===== src/rtl/vca_pkg.sv =====
// Shared types and constants for the voice channel allocator.
// No dependencies; used by vca_cell and voice_channel_allocator.
`default_nettype none

package vca_pkg;

	localparam int CH_IDX_W = 5;   // holds any channel index up to 31
	localparam int PRI_W    = 8;
	localparam int TRK_W    = 4;
	localparam int CFG_W    = 4;

	localparam logic REQ_WRITE = 1'b0;
	localparam logic REQ_ALLOC = 1'b1;

	localparam logic [CFG_W-1:0] CIU_RESET = 4'd12;

	typedef struct packed {
		logic             on;
		logic             stopping;
		logic [PRI_W-1:0] priority_v;
		logic [TRK_W-1:0] track;
	} entry_t;

	typedef struct packed {
		logic   en;
		logic   [3:0] index;
		entry_t entry;
	} wr_t;

	// Running search state passed from cell to cell.
	typedef struct packed {
		logic                vld;
		logic [PRI_W-1:0]    req_pri;
		logic [PRI_W-1:0]    best_pri;
		logic [TRK_W-1:0]    best_trk;
		logic                best_stop;
		logic                have_best;
		logic                free_hit;
		logic [CH_IDX_W-1:0] best_idx;
	} scan_t;

endpackage

`default_nettype wire


===== src/rtl/voice_channel_allocator.sv =====
// Top level: channel entry cells chained into a search row, request control,
// result holding stage and the configuration port. Depends on vca_pkg, vca_cell.
//
//   channel   direction  handshake            payload
//   request   in         req_valid/req_stall  req_type, entry_*, request_*
//   result    out        res_valid/res_stall  granted, chosen_*
//   config    in         APB psel/penable     channels_in_use, written when paddr[2] is 0
//
// A write transfer updates its entry at acceptance; its result passes the pending
// register and then the output register. An allocate transfer walks the row of
// NUM_CHANNELS cells, one cell per cycle, and its result then takes the same path.
// One request is in flight at a time; a new one is taken once the previous
// result has reached the output register, which may still be stalled.
// Reset clears every entry to off and channels_in_use to 12.
`default_nettype none

module voice_channel_allocator #(
	parameter int NUM_CHANNELS = 12
) (
	input  wire        clk,
	input  wire        arst_n,
	input  wire        psel,
	input  wire        penable,
	input  wire        pwrite,
	input  wire [2:0]  paddr,
	input  wire [31:0] pwdata,
	output logic [31:0] prdata,
	output logic       pready,
	input  wire        req_valid,
	output logic       req_stall,
	input  wire        req_type,
	input  wire [3:0]  entry_index,
	input  wire        entry_on,
	input  wire        entry_stopping,
	input  wire [7:0]  entry_priority,
	input  wire [3:0]  entry_track,
	input  wire [7:0]  request_priority,
	input  wire [3:0]  request_track,
	output logic       res_valid,
	input  wire        res_stall,
	output logic       granted,
	output logic [3:0] chosen_channel,
	output logic       chosen_was_free,
	output logic       chosen_was_stopping
);

	logic [vca_pkg::CFG_W-1:0] ciu_q;
	logic                      busy_q;
	logic                      pend_valid_q;
	logic                      pend_grant_q;
	logic [3:0]                pend_chan_q;
	logic                      pend_free_q;
	logic                      pend_stop_q;
	logic                      res_valid_q;
	logic                      res_grant_q;
	logic [3:0]                res_chan_q;
	logic                      res_free_q;
	logic                      res_stop_q;

	logic                      req_acc;
	logic                      wr_acc;
	logic                      alloc_acc;
	logic                      scan_done;
	logic                      move;
	logic                      fin_grant;
	logic                      fin_free;
	logic                      fin_stop;
	logic [NUM_CHANNELS-1:0]   scan_vld;
	vca_pkg::wr_t              wr;
	vca_pkg::scan_t            scan [0:NUM_CHANNELS];
	vca_pkg::scan_t            last;

	// configuration port
	assign pready = 1'b1;
	assign prdata = {{(32-vca_pkg::CFG_W){1'b0}}, ciu_q};

	always_ff @(posedge clk or negedge arst_n) begin
		if (!arst_n) begin
			ciu_q <= vca_pkg::CIU_RESET;
		end else if (psel && penable && pwrite && pready && !paddr[2]) begin
			ciu_q <= pwdata[vca_pkg::CFG_W-1:0];
		end
	end

	// request side
	assign req_stall = busy_q || pend_valid_q;
	assign req_acc   = req_valid && !req_stall;
	assign wr_acc    = req_acc && (req_type == vca_pkg::REQ_WRITE);
	assign alloc_acc = req_acc && (req_type == vca_pkg::REQ_ALLOC);

	always_comb begin
		wr.en               = wr_acc;
		wr.index            = entry_index;
		wr.entry.on         = entry_on;
		wr.entry.stopping   = entry_stopping;
		wr.entry.priority_v = entry_priority;
		wr.entry.track      = entry_track;

		// the best starts at the request's own priority and track
		scan[0].vld       = alloc_acc;
		scan[0].req_pri   = request_priority;
		scan[0].best_pri  = request_priority;
		scan[0].best_trk  = request_track;
		scan[0].best_stop = 1'b0;
		scan[0].have_best = 1'b0;
		scan[0].free_hit  = 1'b0;
		scan[0].best_idx  = '0;
	end

	for (genvar i = 0; i < NUM_CHANNELS; i++) begin : g_cell
		vca_cell #(.IDX(i)) u_cell (
			.clk      (clk),
			.arst_n   (arst_n),
			.wr       (wr),
			.limit    (ciu_q),
			.scan_in  (scan[i]),
			.scan_out (scan[i+1])
		);
		assign scan_vld[i] = scan[i+1].vld;
	end

	assign last      = scan[NUM_CHANNELS];
	assign scan_done = last.vld;

	always_comb begin
		fin_grant = 1'b0;
		fin_free  = 1'b0;
		fin_stop  = 1'b0;
		if (last.free_hit) begin
			fin_grant = 1'b1;
			fin_free  = 1'b1;
		end else if (last.have_best && (last.best_stop || (last.req_pri >= last.best_pri))) begin
			fin_grant = 1'b1;
			fin_stop  = last.best_stop;
		end
	end

	assign move = pend_valid_q && (!res_valid_q || !res_stall);

	always_ff @(posedge clk or negedge arst_n) begin
		if (!arst_n) begin
			busy_q       <= 1'b0;
			pend_valid_q <= 1'b0;
			res_valid_q  <= 1'b0;
		end else begin
			if (alloc_acc) begin
				busy_q <= 1'b1;
			end else if (scan_done) begin
				busy_q <= 1'b0;
			end

			if (wr_acc || scan_done) begin
				pend_valid_q <= 1'b1;
			end else if (move) begin
				pend_valid_q <= 1'b0;
			end

			if (move) begin
				res_valid_q <= 1'b1;
			end else if (!res_stall) begin
				res_valid_q <= 1'b0;
			end
		end
	end

	always_ff @(posedge clk) begin
		if (wr_acc) begin
			pend_grant_q <= 1'b0;
			pend_chan_q  <= '0;
			pend_free_q  <= 1'b0;
			pend_stop_q  <= 1'b0;
		end else if (scan_done) begin
			pend_grant_q <= fin_grant;
			pend_chan_q  <= fin_grant ? last.best_idx[3:0] : 4'd0;
			pend_free_q  <= fin_free;
			pend_stop_q  <= fin_stop;
		end
		if (move) begin
			res_grant_q <= pend_grant_q;
			res_chan_q  <= pend_chan_q;
			res_free_q  <= pend_free_q;
			res_stop_q  <= pend_stop_q;
		end
	end

	assign res_valid           = res_valid_q;
	assign granted             = res_grant_q;
	assign chosen_channel      = res_chan_q;
	assign chosen_was_free     = res_free_q;
	assign chosen_was_stopping = res_stop_q;

	// an allocate transfer leaves the row once it has passed the scan register of every cell
	a_scan_latency: assert property (@(posedge clk) disable iff (!arst_n)
		alloc_acc |-> ##NUM_CHANNELS scan_done)
		else $error("scan did not complete on time");

	a_one_in_row: assert property (@(posedge clk) disable iff (!arst_n)
		$countones(scan_vld) <= 1)
		else $error("more than one search in the cell row");

	a_busy_pend: assert property (@(posedge clk) disable iff (!arst_n)
		!(busy_q && pend_valid_q))
		else $error("pending result while a search is still running");

	a_done_busy: assert property (@(posedge clk) disable iff (!arst_n)
		scan_done |-> busy_q)
		else $error("search completed with no request in flight");

endmodule

`default_nettype wire


===== src/rtl/vca_cell.sv =====
// One channel entry and its step of the allocation search.
// Depends on vca_pkg.
`default_nettype none

module vca_cell #(
	parameter int IDX = 0
) (
	input  wire                 clk,
	input  wire                 arst_n,
	input  wire vca_pkg::wr_t   wr,
	input  wire [3:0]           limit,
	input  wire vca_pkg::scan_t scan_in,
	output vca_pkg::scan_t      scan_out
);

	vca_pkg::entry_t entry_q;
	vca_pkg::scan_t  scan_q;
	vca_pkg::scan_t  scan_d;
	logic            beats;
	logic            active;

	always_ff @(posedge clk or negedge arst_n) begin
		if (!arst_n) begin
			entry_q <= '0;
		end else if (wr.en && (int'(wr.index) == IDX)) begin
			entry_q <= wr.entry;
		end
	end

	always_comb begin
		beats  = (entry_q.priority_v < scan_in.best_pri) ||
			((entry_q.priority_v == scan_in.best_pri) && (entry_q.track >= scan_in.best_trk));
		active = scan_in.vld && !scan_in.free_hit && (IDX < int'(limit));
		scan_d = scan_in;
		if (active) begin
			if (!entry_q.on) begin
				scan_d.free_hit = 1'b1;
				scan_d.best_idx = vca_pkg::CH_IDX_W'(IDX);
			end else if (entry_q.stopping) begin
				if (!scan_in.best_stop || beats) begin
					scan_d.best_stop = 1'b1;
					scan_d.have_best = 1'b1;
					scan_d.best_pri  = entry_q.priority_v;
					scan_d.best_trk  = entry_q.track;
					scan_d.best_idx  = vca_pkg::CH_IDX_W'(IDX);
				end
			end else if (!scan_in.best_stop && beats) begin
				scan_d.have_best = 1'b1;
				scan_d.best_pri  = entry_q.priority_v;
				scan_d.best_trk  = entry_q.track;
				scan_d.best_idx  = vca_pkg::CH_IDX_W'(IDX);
			end
		end
	end

	always_ff @(posedge clk or negedge arst_n) begin
		if (!arst_n) begin
			scan_q <= '0;
		end else begin
			scan_q <= scan_d;
		end
	end

	assign scan_out = scan_q;

endmodule

`default_nettype wire

===== config.mk =====
export PLATFORM = sky130hd
export DESIGN_NAME = voice_channel_allocator
export DESIGN_NICKNAME = d
export VERILOG_FILES = /design/src/rtl/vca_pkg.sv /design/src/rtl/voice_channel_allocator.sv /design/src/rtl/vca_cell.sv
export SDC_FILE = /design/constraint.sdc
export NUM_CORES = 1
export LEC_CHECK = 0
export BUFFER_PORTS_ARGS = -buffer_cell sky130_fd_sc_hd__buf_4
export CORE_MARGIN = 5
export CORE_UTILIZATION = 50
export DETAILED_ROUTE_END_ITERATION = 12
export PLACE_DENSITY = 0.67
export REMOVE_ABC_BUFFERS = 1
export SLEW_MARGIN = 25
export SYNTH_ARGS = -nofsm -noshare
export SYNTH_HDL_FRONTEND = slang
export SYNTH_SLANG_ARGS = --single-unit

===== constraint.sdc =====
create_clock -name clk -period 5.3 [get_ports clk]
set_clock_uncertainty 0.15 [all_clocks]
set_input_delay 0.265 -clock clk [delete_from_list [all_inputs] [get_ports clk]]
set_output_delay 0.265 -clock clk [all_outputs]
set_load 0.01 [all_outputs]

==> impl_metrics.tcl <==
set metrics [dict create \
    drcViolationCount 0 \
    synth_top_family_by_area "multiplexers" \
    htreeDepth 2 \
    placed_cell_area_sq_um 22690 \
    worst_path_max_delay_cell "nand2b_1" \
    hp-class "in2reg" \
    maxSlewViolCount 0 \
    ys_async_sr_fraction_pct 97.23 \
    antenna_found_initial 0 \
    cts_resized 0 \
    synth-main-ff-cell "dfrtp_1" \
    synth-edff-count 7 \
    synth-xor-area-share_pct 0 \
    area_growth_pct 13.59 \
    cp-end-kind "register" \
    synth_common_cells "490 x dfrtp_1, 300 x mux2_2, 178 x inv_1, 152 x ha_1, 44 x a21oi_1" \
    viasPerCell 5.196 \
    finalWirelength_microns 42400 \
    synthDistinctLibCells 70 \
    grt_max_degree 154 \
    synth_compound_gate_area_share_pct 5.667 \
    finalSetupViolations 0 \
    grt.overflow.total 0 \
    drive_gt1_share_pct 28.28 \
    grt_pass1_vias 12800 \
    pwr-share-comb_pct 4.7 \
    grt_pass1_wl_microns 69090 \
    leakagePower_nw 12.51 \
    seq_area_sq_um 12660 \
    stdcell_area_sq_um 24780 \
    period_share_pct 58.88 \
    worst_pin_slew_ps 1026 \
    coreArea_sq_um 43080 \
    rsz0062_at_grt "false" \
    yosysMostFrequentCell "dfrtp_1" \
    diodes 0 \
    crit_arrival_ps 3420 \
    cts_setup_buffers 0 \
    seq_area_frac_synth_pct 58.06 \
    syn_avg_cell_area_sq_um 13.34 \
    n_fill_cell 3413 \
    yosysTopAreaCellShare_pct 56.21 \
    finalHoldViolCount 0 \
    port_buffers 55 \
    worstSetupPathType "reg2reg" \
    ant_nets 0 \
    synth-seq-cells 506 \
    setup_ws_ps 2179 \
    cap_violations 0 \
    muxShareOfSynthArea_pct 16.32 \
    yosys.area_share.simple_pct 5.965 \
    die_x_microns 218.9 \
    synth_area_sq_um 21810 \
    cts_buffers 52 \
    boundaryPins 115 \
    synthAdderAreaFrac_pct 8.764 \
    nNetsFinal 1964 \
    pwr-share-seq_pct 50.1 \
    clkSlewWorstSetupHoldPaths_ps 60 \
    crit_top_cell "nand2b_1" \
    path_max_fanout 13 \
    die_h_microns 218.9 \
    row_count 76 \
    path_cells "ha_1 -> nand2b_1 -> a2111oi_0 -> nor4_1 -> o31ai_1 -> nand2b_1 -> mux2_2" \
    start_kind "register" \
    outcome "complete, no violations" \
    die_area_sq_um 47910 \
    synth.area.top_cells "dfrtp_1 56%, mux2_2 15%, ha_1 8.7%, inv_1 3.1%, buf_4 1.3%" \
    clock_path_buffers 3 \
    wl_per_cell_microns 17.91 \
    relSlewSlack_pct 31.54 \
    synth_top_area_cell "dfrtp_1" \
    peakVddDrop_uv 252.2 \
    min_period_ps 3121 \
    cp.required_ps 5600 \
    multiInputGateArea_sq_um 8128 \
    finalPower_w 0.008071 \
    cts.sinks 506 \
    setup_tns_ps 0 \
    grt_usage_pct 18.05 \
    dr.pass1.iters 4 \
    max_stage_delay_ps 580 \
    start_util_pct 50.64 \
    cts_tree "built" \
    whs_ps 19.06 \
    switchingPower_w 0.001805 \
    vias 12300 \
    p_int_w 0.006266 \
    max_freq_ghz 0.3204 \
    place_congestion 0.8028 \
    drtIter0Drc 611 \
    r2r_slack_ps 2180 \
    yosysWarnings 0 \
    p_clk_share_pct 45.2 \
    pre_cts_ws_ps 2152 \
    synth_cells 1635 \
    netSwitchingFraction_pct 22.37 \
    cts-root-buf "clkbuf_16" \
    clk-insertion-delay-late_ps 570 \
    power.density_nw_per_um2 325.7 \
    dp_hpwl_microns 28480 \
]
==> final timing paths <==
path | from | endpoint | cells past startpoint
min reg2reg | g_cell[6].u_cell.scan_out[26]$_DFF_PN0_ | g_cell[7].u_cell.scan_out[26]$_DFF_PN0_ | 0
min in group asynchronous | arst_n | g_cell[8].u_cell.entry_q[5]$_DFFE_PN0P_ | 2
max in group asynchronous | arst_n | g_cell[2].u_cell.scan_out[28]$_DFF_PN0_ | 3
min | entry_priority[0] | g_cell[8].u_cell.entry_q[4]$_DFFE_PN0P_ | 2
max | g_cell[2].u_cell.scan_out[8]$_DFF_PN0_ | g_cell[3].u_cell.scan_out[15]$_DFF_PN0_ | 7
max reg2reg | g_cell[2].u_cell.scan_out[8]$_DFF_PN0_ | g_cell[3].u_cell.scan_out[15]$_DFF_PN0_ | 7
==> layout make-up <==
cell class,count,area share [%]
inverter,178,2.696
clock buffer,79,6.306
sequential,506,51.11
clock inverter,18,0.7220
multi-input combinational,904,32.80
tap,585,2.954
timing repair buffer,97,3.413
==> worst max-delay path: cells and delay by family (launching register included) <==
kind / cells / cell delay, ps
simple gates: 3 / 890
compound gates: 2 / 860
mux: 1 / 430
flops: 1 / 380
fa+ha+maj: 1 / 280
==> power groups by stage <==
stage / combinational (W) / clock [W] / sequential [W]
after floorplan: 0.000158 / 0 / 0.00408
after global placement: 0.000350 / 0 / 0.00412
after detailed placement: 0.000355 / 0 / 0.00412
after CTS: 0.000386 / 0.00373 / 0.00405
after global routing: 0.000431 / 0.00390 / 0.00406
final: 0.000378 / 0.00365 / 0.00405
==> cell usage in the layout (no fill, tap or decap), types with 28 or more instances in the layout <==
| cell | netlist | final |
|---|---|---|
| dfrtp_1 | 490 | 490 |
| mux2_2 | 300 | 300 |
| inv_1 | 178 | 178 |
| ha_1 | 152 | 152 |
| buf_4 | 37 | 60 |
| clkbuf_16 | 0 | 52 |
| a21oi_1 | 44 | 44 |
| nand2_1 | 34 | 34 |
| dlygate4sd3_1 | 0 | 34 |
| o21ai_0 | 30 | 30 |
| conb_1 | 2 | 29 |
| nor2b_1 | 28 | 28 |
==> metrics by stage <==
step,instances,utilization (%)
finish,2367,57.53
global route,2367,57.53
CTS,2367,57.51
detailed placement,2236,52.68
global placement,2236,52.67
floorplan,1588,-
==> logic make-up (layout without fill, tap and decap cells) <==
| logic type | count (synthesis) | count (layout) |
|---|---|---|
| AOI/OAI and AO/OA | 183 | 183 |
| DFF | 506 | 506 |
| and+or+nand+nor | 226 | 226 |
| other | 2 | 29 |
| adders and majority gates | 153 | 153 |
| buffers and inverters | 252 | 372 |
| muxes | 313 | 313 |
==> registers in the layout, indices dropped and copies added, names as in the netlist, 4 cells and up <==
name	count
chosen_channel	4
ciu_q	4
g_cell.u_cell.entry_q	168
g_cell.u_cell.scan_out	317
pend_chan_q	4
==> per-layer routing <==
layer / global-route usage (%) / wire length [microns]
met2: 31.37 / 21410
met4: 3.956 / 728
met3: 2.718 / 1416
met1: 24.23 / 18840
met5: 0 / 0
==> repair_timing <==
action / in CTS / in global routing
hold buffers: 34 / 0
setup endpoints to repair: 0 / 0
endpoints found under the hold margin: 238 / 0
Power figures use the tool's default switching activity.
